File: config.mk
export PLATFORM = sky130hd
export DESIGN_NAME = base85_text_encoder_top_flat
export DESIGN_NICKNAME = d
export VERILOG_FILES = /design/src/sv/b85_pkg.sv /design/src/sv/b85_stream_ifs.sv /design/src/sv/b85_group_acc.sv /design/src/sv/b85_digit_div.sv /design/src/sv/b85_char_ser.sv /design/src/sv/base85_text_encoder_top.sv /design/src/flat_wrapper.sv
export SDC_FILE = /design/constraint.sdc
export NUM_CORES = 2
export LEC_CHECK = 0
export ABC_AREA = 0
export BUFFER_PORTS_ARGS = -buffer_cell sky130_fd_sc_hd__buf_2
export CAP_MARGIN = 20
export CORE_MARGIN = 5
export CORE_UTILIZATION = 61
export DETAILED_ROUTE_END_ITERATION = 8
export PLACE_DENSITY = 0.89
export SLEW_MARGIN = 5
export SYNTH_ARGS = -nofsm -noshare
export SYNTH_HDL_FRONTEND = slang
export SYNTH_HIERARCHICAL = 1
export SYNTH_SLANG_ARGS = --single-unit
File: constraint.sdc
create_clock -name clk -period 7.5 [get_ports clk]
set_input_delay 1.5 -clock clk [delete_from_list [all_inputs] [get_ports clk]]
set_output_delay 1.5 -clock clk [all_outputs]
set_load 0.05 [all_outputs]
File: src/sv/b85_pkg.sv
// shared types, constants and helpers of the base-85 text encoder
package b85_pkg;

  // character codes
  localparam logic [7:0] CHAR_BIAS = 8'd33;
  localparam logic [7:0] NEWLINE   = 8'd10;

  // digit layout
  localparam int unsigned RADIX     = 85;
  localparam int unsigned DIGITS    = 5;
  localparam int unsigned SER_DEPTH = DIGITS + 1;
  localparam int unsigned SER_CNT_W = $clog2(SER_DEPTH + 1);

  // powers of the radix used as divisors
  localparam longint unsigned DIV1 = 64'd85;
  localparam longint unsigned DIV2 = DIV1 * 64'd85;
  localparam longint unsigned DIV3 = DIV2 * 64'd85;
  localparam longint unsigned DIV4 = DIV3 * 64'd85;

  // shift amounts for exact reciprocal division of a 32-bit word
  localparam int unsigned SH1 = 32 + $clog2(DIV1);
  localparam int unsigned SH2 = 32 + $clog2(DIV2);
  localparam int unsigned SH3 = 32 + $clog2(DIV3);
  localparam int unsigned SH4 = 32 + $clog2(DIV4);

  // reciprocals, rounded up
  localparam logic [32:0] RECIP1 = 33'((64'd1 << SH1) / DIV1 + 64'd1);
  localparam logic [32:0] RECIP2 = 33'((64'd1 << SH2) / DIV2 + 64'd1);
  localparam logic [32:0] RECIP3 = 33'((64'd1 << SH3) / DIV3 + 64'd1);
  localparam logic [32:0] RECIP4 = 33'((64'd1 << SH4) / DIV4 + 64'd1);

  // quotient widths for a 32-bit word
  localparam int unsigned Q1_W = 26;
  localparam int unsigned Q2_W = 20;
  localparam int unsigned Q3_W = 13;
  localparam int unsigned Q4_W = 7;

  // product width of word times reciprocal
  localparam int unsigned PROD_W = 65;

  typedef struct packed {
    logic [31:0] word;
    logic        has_digits;
    logic        has_nl;
  } job_t;

  typedef struct packed {
    logic [31:0]     word;
    logic [Q1_W-1:0] q1;
    logic [Q2_W-1:0] q2;
    logic [Q3_W-1:0] q3;
    logic [Q4_W-1:0] q4;
    logic            has_digits;
    logic            has_nl;
  } quot_t;

  typedef struct packed {
    logic [7:0] ch;
    logic       last;
  } char_t;

  // digit = lo - 85*hi, known to be below 85, so 7 bits are enough
  function automatic logic [7:0] digit_char(input logic [6:0] lo, input logic [6:0] hi);
    logic [6:0] prod;
    logic [6:0] dig;
    prod = 7'(hi * 7'(RADIX));
    dig  = lo - prod;
    return {1'b0, dig} + CHAR_BIAS;
  endfunction

endpackage

File: src/sv/b85_stream_ifs.sv
// stream interfaces for input bytes and output characters
interface b85_in_if;
  logic       valid;
  logic       ready;
  logic [7:0] data_byte;
  logic       end_of_stream;

  modport source (output valid, output data_byte, output end_of_stream, input ready);
  modport sink   (input valid, input data_byte, input end_of_stream, output ready);
endinterface

interface b85_out_if;
  logic       valid;
  logic       ready;
  logic [7:0] out_char;
  logic       last;

  modport source (output valid, output out_char, output last, input ready);
  modport sink   (input valid, input out_char, input last, output ready);
endinterface

File: src/sv/b85_group_acc.sv
// byte collector: packs bytes into a group and issues one job per full group or end
module b85_group_acc
  import b85_pkg::*;
(
  input  logic        clk,
  input  logic        rst_n,
  b85_in_if.sink      in_chan,
  output logic        job_valid,
  input  logic        job_ready,
  output job_t        job
);

  logic [31:0] group_r, group_nxt;
  logic [1:0]  count_r, count_nxt;
  logic        job_valid_r, job_valid_nxt;
  job_t        job_r, job_nxt;
  logic [31:0] shifted;
  logic        in_acc;

  // take a byte whenever the job slot is free or draining
  assign in_chan.ready = !job_valid_r || job_ready;
  assign in_acc        = in_chan.valid && in_chan.ready;
  assign shifted       = {group_r[23:0], in_chan.data_byte};

  // group collection and job creation
  always_comb begin
    group_nxt     = group_r;
    count_nxt     = count_r;
    job_nxt       = job_r;
    job_valid_nxt = job_valid_r && !job_ready;
    if (in_acc) begin
      if (in_chan.end_of_stream) begin
        job_valid_nxt      = 1'b1;
        job_nxt.has_nl     = 1'b1;
        job_nxt.has_digits = (count_r != 2'd0);
        case (count_r)
          2'd1:    job_nxt.word = {group_r[7:0], 24'h0};
          2'd2:    job_nxt.word = {group_r[15:0], 16'h0};
          2'd3:    job_nxt.word = {group_r[23:0], 8'h0};
          default: job_nxt.word = group_r;
        endcase
        group_nxt = '0;
        count_nxt = '0;
      end else if (count_r == 2'd3) begin
        job_valid_nxt      = 1'b1;
        job_nxt.word       = shifted;
        job_nxt.has_digits = 1'b1;
        job_nxt.has_nl     = 1'b0;
        group_nxt          = '0;
        count_nxt          = '0;
      end else begin
        group_nxt = shifted;
        count_nxt = count_r + 2'd1;
      end
    end
  end

  // control state
  always_ff @(posedge clk) begin
    if (!rst_n) begin
      group_r     <= '0;
      count_r     <= '0;
      job_valid_r <= 1'b0;
    end else begin
      group_r     <= group_nxt;
      count_r     <= count_nxt;
      job_valid_r <= job_valid_nxt;
    end
  end

  // job payload
  always_ff @(posedge clk) begin
    job_r <= job_nxt;
  end

  assign job_valid = job_valid_r;
  assign job       = job_r;

endmodule

File: src/sv/b85_digit_div.sv
// quotient stage: divides the group by the four radix powers in parallel
module b85_digit_div
  import b85_pkg::*;
(
  input  logic  clk,
  input  logic  rst_n,
  input  logic  job_valid,
  output logic  job_ready,
  input  job_t  job,
  output logic  q_valid,
  input  logic  q_ready,
  output quot_t quot
);

  logic              q_valid_r;
  quot_t             quot_r, quot_nxt;
  logic [PROD_W-1:0] prod1, prod2, prod3, prod4;

  assign job_ready = !q_valid_r || q_ready;

  // reciprocal multiplies, exact floor for any 32-bit word
  assign prod1 = PROD_W'(job.word) * PROD_W'(RECIP1);
  assign prod2 = PROD_W'(job.word) * PROD_W'(RECIP2);
  assign prod3 = PROD_W'(job.word) * PROD_W'(RECIP3);
  assign prod4 = PROD_W'(job.word) * PROD_W'(RECIP4);

  always_comb begin
    quot_nxt.word       = job.word;
    quot_nxt.q1         = prod1[SH1 +: Q1_W];
    quot_nxt.q2         = prod2[SH2 +: Q2_W];
    quot_nxt.q3         = prod3[SH3 +: Q3_W];
    quot_nxt.q4         = prod4[SH4 +: Q4_W];
    quot_nxt.has_digits = job.has_digits;
    quot_nxt.has_nl     = job.has_nl;
  end

  // stage valid
  always_ff @(posedge clk) begin
    if (!rst_n) begin
      q_valid_r <= 1'b0;
    end else if (job_ready) begin
      q_valid_r <= job_valid;
    end
  end

  // stage payload
  always_ff @(posedge clk) begin
    if (job_valid && job_ready) begin
      quot_r <= quot_nxt;
    end
  end

  assign q_valid = q_valid_r;
  assign quot    = quot_r;

endmodule

File: src/sv/b85_char_ser.sv
// character stage: forms the digit characters and shifts them out one word a cycle while out_chan.ready is high
module b85_char_ser
  import b85_pkg::*;
(
  input  logic       clk,
  input  logic       rst_n,
  input  logic       q_valid,
  output logic       q_ready,
  input  quot_t      quot,
  b85_out_if.source  out_chan
);

  char_t                buf_r [SER_DEPTH];
  char_t                load_buf [SER_DEPTH];
  logic [SER_CNT_W-1:0] cnt_r;
  logic [SER_CNT_W-1:0] load_cnt;
  logic                 load;
  logic                 out_acc;
  char_t                nl_char;
  char_t                dig [DIGITS];

  assign out_acc = out_chan.valid && out_chan.ready;
  assign q_ready = (cnt_r == '0) || ((cnt_r == SER_CNT_W'(1)) && out_chan.ready);
  assign load    = q_valid && q_ready;

  // digits, most significant first
  always_comb begin
    nl_char.ch   = NEWLINE;
    nl_char.last = 1'b1;
    dig[0].ch    = {1'b0, quot.q4} + CHAR_BIAS;
    dig[1].ch    = digit_char(quot.q3[6:0], quot.q4);
    dig[2].ch    = digit_char(quot.q2[6:0], quot.q3[6:0]);
    dig[3].ch    = digit_char(quot.q1[6:0], quot.q2[6:0]);
    dig[4].ch    = digit_char(quot.word[6:0], quot.q1[6:0]);
    for (int i = 0; i < DIGITS; i++) begin
      dig[i].last = 1'b0;
    end
  end

  // load image: five digits, five digits then newline, or newline alone
  always_comb begin
    for (int i = 0; i < SER_DEPTH; i++) begin
      load_buf[i] = nl_char;
    end
    if (quot.has_digits) begin
      for (int i = 0; i < DIGITS; i++) begin
        load_buf[i] = dig[i];
      end
      load_cnt = quot.has_nl ? SER_CNT_W'(SER_DEPTH) : SER_CNT_W'(DIGITS);
    end else begin
      load_cnt = SER_CNT_W'(1);
    end
  end

  // word count
  always_ff @(posedge clk) begin
    if (!rst_n) begin
      cnt_r <= '0;
    end else if (load) begin
      cnt_r <= load_cnt;
    end else if (out_acc) begin
      cnt_r <= cnt_r - SER_CNT_W'(1);
    end
  end

  // shift line
  always_ff @(posedge clk) begin
    if (load) begin
      buf_r <= load_buf;
    end else if (out_acc) begin
      for (int i = 0; i < SER_DEPTH - 1; i++) begin
        buf_r[i] <= buf_r[i+1];
      end
    end
  end

  assign out_chan.valid    = (cnt_r != '0);
  assign out_chan.out_char = buf_r[0].ch;
  assign out_chan.last     = buf_r[0].last;

endmodule

File: src/sv/base85_text_encoder_top.sv
// top level of the base-85 text encoder
//
//  channel    dir  payload                      handshake
//  in_chan    in   data_byte, end_of_stream     valid / ready
//  out_chan   out  out_char, last               valid / ready
//
//  a byte is taken every cycle while the group job slot is free; one output word per cycle while out_chan.ready is high
//  the first character of a full group or an end word passes the job register, the quotient
//  register and the shift line before it is valid on out_chan
//  five digit words per group (six with the newline) leave at one a cycle from a shift line
//  while out_chan.ready is high, so a steady byte stream is paced by the output shift line
//  rst_n is synchronous and clears the group, the count and all stage valids
//  output stalls back up through the quotient and job registers to in_chan.ready
module base85_text_encoder_top
  import b85_pkg::*;
(
  input  logic       clk,
  input  logic       rst_n,
  b85_in_if.sink     in_chan,
  b85_out_if.source  out_chan
);

  logic  job_valid;
  logic  job_ready;
  job_t  job;
  logic  q_valid;
  logic  q_ready;
  quot_t quot;

  // byte collection
  b85_group_acc u_acc (
    .clk       (clk),
    .rst_n     (rst_n),
    .in_chan   (in_chan),
    .job_valid (job_valid),
    .job_ready (job_ready),
    .job       (job)
  );

  // radix division
  b85_digit_div u_div (
    .clk       (clk),
    .rst_n     (rst_n),
    .job_valid (job_valid),
    .job_ready (job_ready),
    .job       (job),
    .q_valid   (q_valid),
    .q_ready   (q_ready),
    .quot      (quot)
  );

  // character output
  b85_char_ser u_ser (
    .clk      (clk),
    .rst_n    (rst_n),
    .q_valid  (q_valid),
    .q_ready  (q_ready),
    .quot     (quot),
    .out_chan (out_chan)
  );

endmodule

File: src/flat_wrapper.sv
// flat-port wrapper written by rule: the top's interface ports become plain ports
module base85_text_encoder_top_flat import b85_pkg::*;
  (clk, rst_n, in_chan_valid, in_chan_data_byte, in_chan_end_of_stream, in_chan_ready, out_chan_valid, out_chan_out_char, out_chan_last, out_chan_ready);
  b85_in_if in_chan_i ();
  b85_out_if out_chan_i ();
  input  logic clk;
  input  logic rst_n;
  input wire logic [$bits(in_chan_i.valid)-1:0] in_chan_valid;
  input wire logic [$bits(in_chan_i.data_byte)-1:0] in_chan_data_byte;
  input wire logic [$bits(in_chan_i.end_of_stream)-1:0] in_chan_end_of_stream;
  output wire logic [$bits(in_chan_i.ready)-1:0] in_chan_ready;
  output wire logic [$bits(out_chan_i.valid)-1:0] out_chan_valid;
  output wire logic [$bits(out_chan_i.out_char)-1:0] out_chan_out_char;
  output wire logic [$bits(out_chan_i.last)-1:0] out_chan_last;
  input wire logic [$bits(out_chan_i.ready)-1:0] out_chan_ready;
  assign in_chan_i.valid = in_chan_valid;
  assign in_chan_i.data_byte = in_chan_data_byte;
  assign in_chan_i.end_of_stream = in_chan_end_of_stream;
  assign in_chan_ready = in_chan_i.ready;
  assign out_chan_valid = out_chan_i.valid;
  assign out_chan_out_char = out_chan_i.out_char;
  assign out_chan_last = out_chan_i.last;
  assign out_chan_i.ready = out_chan_ready;
  base85_text_encoder_top u_core (.clk(clk), .rst_n(rst_n), .in_chan(in_chan_i), .out_chan(out_chan_i));
endmodule
# Word level (Yosys, flattened, before mapping)
# Index checks and enable logic that the tools add are counted.
# totals
latch_bits	0
mem_count	0
ram_bits	0
in_bits	13
output_inout_bits	11
romBits	0
word_cells	83
regBits	155
# op_classes
order_cmp	0
muxes	17
eq_ne	4
n_shift	0
div_mod_pow	0
multipliers	8
n_addsub	11
bitwise	0
n_reduce_logical	18
# ops
operator	n
$mux W45	3
$pmux W32 S3	1
$mux W34	2
$mul A32 B33 Y65 const B	1
$mux W32	2
$mul A32 B32 Y58 const B	1
$mul A32 B32 Y51 const B	1
$mul A32 B32 Y45 const B	1
$add A7 B6 Y8 const B	5
$mul A7 B7 Y7 const B	4
$sub A7 B7 Y7	4
$mux W3	3
$logic_and A1 B1 Y1	6
$mux W2	3
$reduce_bool A2 Y1	3
$eq A2 B2 Y1 const B	2
$eq A3 B1 Y1 const B	1
$logic_not A1 Y1	3
$logic_not A3 Y1	1
$logic_or A1 B1 Y1	3
$mux W1	3
$reduce_bool A3 Y1	1
$sub A3 B1 Y3 const B	1
$add A2 B1 Y2 const B	1
2 further kinds	2

# Logic depth before layout (Yosys ltp)
# logic_depth
ltp_word	9
mapped_depth	28
mapped_depth_nobuf	27

# By module
# The synthesis kept the hierarchy.
# by_module_without_submodules
mod	area_each_um2	seq_area_each_um2	cells_per_inst	n_inst
b85_digit_div	55254.2	3022.9	5298	1
b85_char_ser	4932.2	1411.4	524	1
b85_group_acc	2997.9	1721.7	248	1

# Least setup slack after synthesis
# Ideal clock, no wire load.
# synth_path
path_type	reg2reg
startpoint	reg u_core.u_acc.job_r (netlist bit u_core/u_acc/job[17])
endpoint	reg u_core/u_div/quot[16] (netlist name)
path_buffers	0
synth_period_minus_slack_ns	8.013
stages_incl_launch_ff	28
setup_time_ns	0.258
slack_ns	-0.513
t_required_ns	7.242
arrival_ns	7.755
path_cell_list	edfxtp_1 -> inv_1 -> ha_1 -> inv_1 -> ha_1 -> inv_1 -> fa_1 -> inv_1 -> fa_1 -> fa_1 -> inv_1 -> fa_1 -> inv_1 -> fa_1 -> inv_1 -> fa_1 -> inv_1 -> ha_1 -> nand4_1 -> or4_1 -> a211oi_1 -> a221oi_1 -> a211o_1 -> a211oi_2 -> nor2_1 -> o31ai_2 -> a21oi_1 -> xnor2_1
# synth_lines
element	line	rtl
from (decl)	b85_group_acc.sv:16	job_t job_r, job_nxt;
from (signal assigned)	b85_group_acc.sv:73	job_r <= job_nxt;

# Worst setup path in the final report
# layout_path
startpoint	reg u_core.u_acc.job_r (netlist bit u_core/u_acc/job[31])
endpoint	reg u_core.u_div.quot_r (netlist bit u_core/u_div/quot[12]) (data pin)
# layout_between
elab_chain_cells	1
# layout_rtl
element	line	rtl
$mul A32 B32 Y58	b85_digit_div.sv:24	assign prod3 = PROD_W'(job.word) * PROD_W'(RECIP3);
via u_core.u_div.prod3[55]	b85_digit_div.sv:17	logic [PROD_W-1:0] prod1, prod2, prod3, prod4;
to (signal assigned)	b85_digit_div.sv:49	quot_r <= quot_nxt;
to (decl)	b85_digit_div.sv:16	quot_t quot_r, quot_nxt;
# The timed path passes the listed nets, and every way through them passes these cells.
# A chain may end at the register's enable or synchronous reset.

==> flow_summary.toml <==
[outcome]
status = "complete, no violations"

[cells_and_area]
final_area_sq_um = 62100
drive_gt1_share_pct = 9.76
finalNetCount = 8259
area_growth_pct = 10.2

[clock_network]
clockBufferDepth = 2
clkSlewWorstSetupHoldPaths_ps = 80
cts_tree = "built"
clkSinkCount = 155
clock_latency_ps = 520
cts_hold_buf = 0
root_buffer = "clkbuf_16"
htree_num_levels = 4
cts_made_buffers = 17

[timing]
finalCritPeriodShare_pct = 98.3
hold_viol = 0
setup_viol = 0
tightest_slew_ps = 1110
final.setup_skew_ps = 35.8
hold_ws_ps = 436
grt_setup_unrepaired = "yes"
slew_viol_final = 0
final.min_clock_period_ps = 7370
fin_ws_ps = 130
slew_headroom_pct = 26.0
max_freq_mhz = 136

[setup_path]
reg2reg_depth = 23
reg2reg_to = "u_core/u_div/quot[12]$_DFFE_PP_"
crit_path_start = "u_core/u_acc/job[31]$_DFFE_PP_"
worstPathArrival_ps = 7600
reg2reg_from = "u_core/u_acc/job[31]$_DFFE_PP_"
crit_fanout = 12
r2r_slack_ps = 130
crit_path_end_kind = "flip-flop"
start_kind = "flip-flop"
required_ps = 7730
worst-setup-path-type = "flip-flop to flip-flop"

[global_route]
grtUsageTotal_pct = 43.7
grt_max_degree = 46
antenna_found_initial = 13
grt_pass1_wl_um = 304000
grt_pass1_vias = 44500
gr-total-overflow = 0

[placed_design]
dpl_cell_area_sq_um = 61000
portBuffers = 23
gp_congestion = 1.12
dp_hpwl_um = 189000
preCtsSetupSlack_ps = -700

[min_path]
hold_path_end = "u_core/u_div/quot[0]$_DFFE_PP_"
worstHoldPathType = "flip-flop to flip-flop"
min_path_cells = 0
min_from = "u_core/u_acc/job[0]$_SDFFCE_PP1P_"

[floorplanning]
ios = 24
die_x_um = 314
rows = 111
die_area_sq_um = 98500
initial_core_util_pct = 61.4
core-area_sq_um = 91700
die_y_um = 314

[route]
drt-pass1-iter-count = 7
vias = 41900
avgViaCountPerCell = 5.88
drtAntennaViolNets = 0
routedWlPerCell_um = 29.8
dr.first_iter.drc_count = 4199
drt-total-wl_um = 212000
drc_errors = 0

[logic_synthesis]
synth_cells = 5469
yosys_warnings = 6
avgSynthCellArea_sq_um = 10.3
synth.cell_area_sq_um = 56300
synth_nets = 7818

[flow_run]
max-cap-violations = 0
==> worst max-delay path, cell delays in order (launching register included) <==
cell and delay, ps:
edfxtp_1 470, buf_4 270, ha_1 350, ha_1 630, inv_1 130, fa_1 510, inv_1 50, fa_1 480
fa_1 510, fa_1 520, fa_1 520, inv_1 60, fa_1 480, inv_1 50, ha_1 300, buf_4 120
nand4_1 160, or2_2 380, nor2_4 220, o2111a_1 260, o21ai_2 160, a31oi_2 250, nor2_1 70, xnor2_1 140
==> metrics by stage <==
stage / utilization, % / setup TNS [ps] / cells
2_1_floorplan: - / 0 / 5469
3_3_place_gp: 66.5 / -778 / 7045
3_5_place_dp: 66.5 / -1020 / 7045
4_1_cts: 67.3 / 0 / 7081
5_1_grt: 67.7 / -26.4 / 7109
6_report: 67.7 / 0 / 7118
==> state kept, by name (all words and copies together) (netlist names) <==
register	flops
u_core/u_acc/count_r	2
u_core/u_acc/group_r	32
u_core/u_acc/job	34
u_core/u_acc/job_valid	1
u_core/u_div/q_valid	1
u_core/u_div/quot	37
u_core/u_ser/buf_r	36
u_core/u_ser/cnt_r	3
u_core/u_ser/out_chan.last	1
u_core/u_ser/out_chan.out_char	8
==> placed cells by master, fill, tap and decap left out, types with 23 or more instances in the layout <==
cell type and count:
inv_1 1811, fa_1 1163, ha_1 1154, buf_4 426, a21oi_1 150, nand2_1 125
edfxtp_1 116, a21o_1 113, o21ai_0 90, nor2_1 82, xnor2_1 74, nand3_1 53
dfxtp_1 39, and3_1 36, a22o_1 32, nand4_1 28, xor2_1 28, buf_2 23
o21a_1 23
==> final cells by class <==
cell class                 count  area, sq um
multi-input combinational   3445        45100
fill                        7143        29600
inverter                    1818         6840
sequential                   155         4260
timing repair buffer         473         3750
tap                         1186         1480
clock buffer                  17          425
clock inverter                15          163
antenna                        9         22.5
==> timing repair <==
| item | 4_1_cts | 5_1_grt |
|---|---|---|
| endpoints found under the setup margin | 10 | 16 |
| gates resized for setup | 14 | 44 |
| setup buffers | 4 | 27 |
| pin swaps | 1 | 14 |
==> metal layers <==
| layer | GRT usage, % | part of all wire (%) | up-vias |
|---|---|---|---|
| li1 | - | - | 17800 |
| met1 | 57.5 | 39 | 21100 |
| met2 | 65.9 | 43 | 2310 |
| met5 | 0 | 0.081 | - |
| met3 | 12.5 | 11 | 597 |
| met4 | 23.7 | 7.1 | 10 |
==> how the worst max path moves through the flow <==
| stage | slack (ps) | endpoint | cells after the start |
|---|---|---|---|
| 2_1_floorplan | 2 | u_core/u_div/quot[14]$_DFFE_PP_ | 27 |
| 3_3_place_gp | -650 | u_core/u_div/quot[12]$_DFFE_PP_ | 24 |
| 3_5_place_dp | -700 | u_core/u_div/quot[12]$_DFFE_PP_ | 24 |
| 4_1_cts | 10 | u_core/u_div/quot[7]$_DFFE_PP_ | 23 |
| 5_1_grt | -10 | u_core/u_div/quot[27]$_DFFE_PP_ | 26 |
| 6_report | 130 | u_core/u_div/quot[12]$_DFFE_PP_ | 23 |
Power is left out: the tool's default activity adds up to more than one toggle a clock period on the data nets, which glitch-free logic cannot reach.
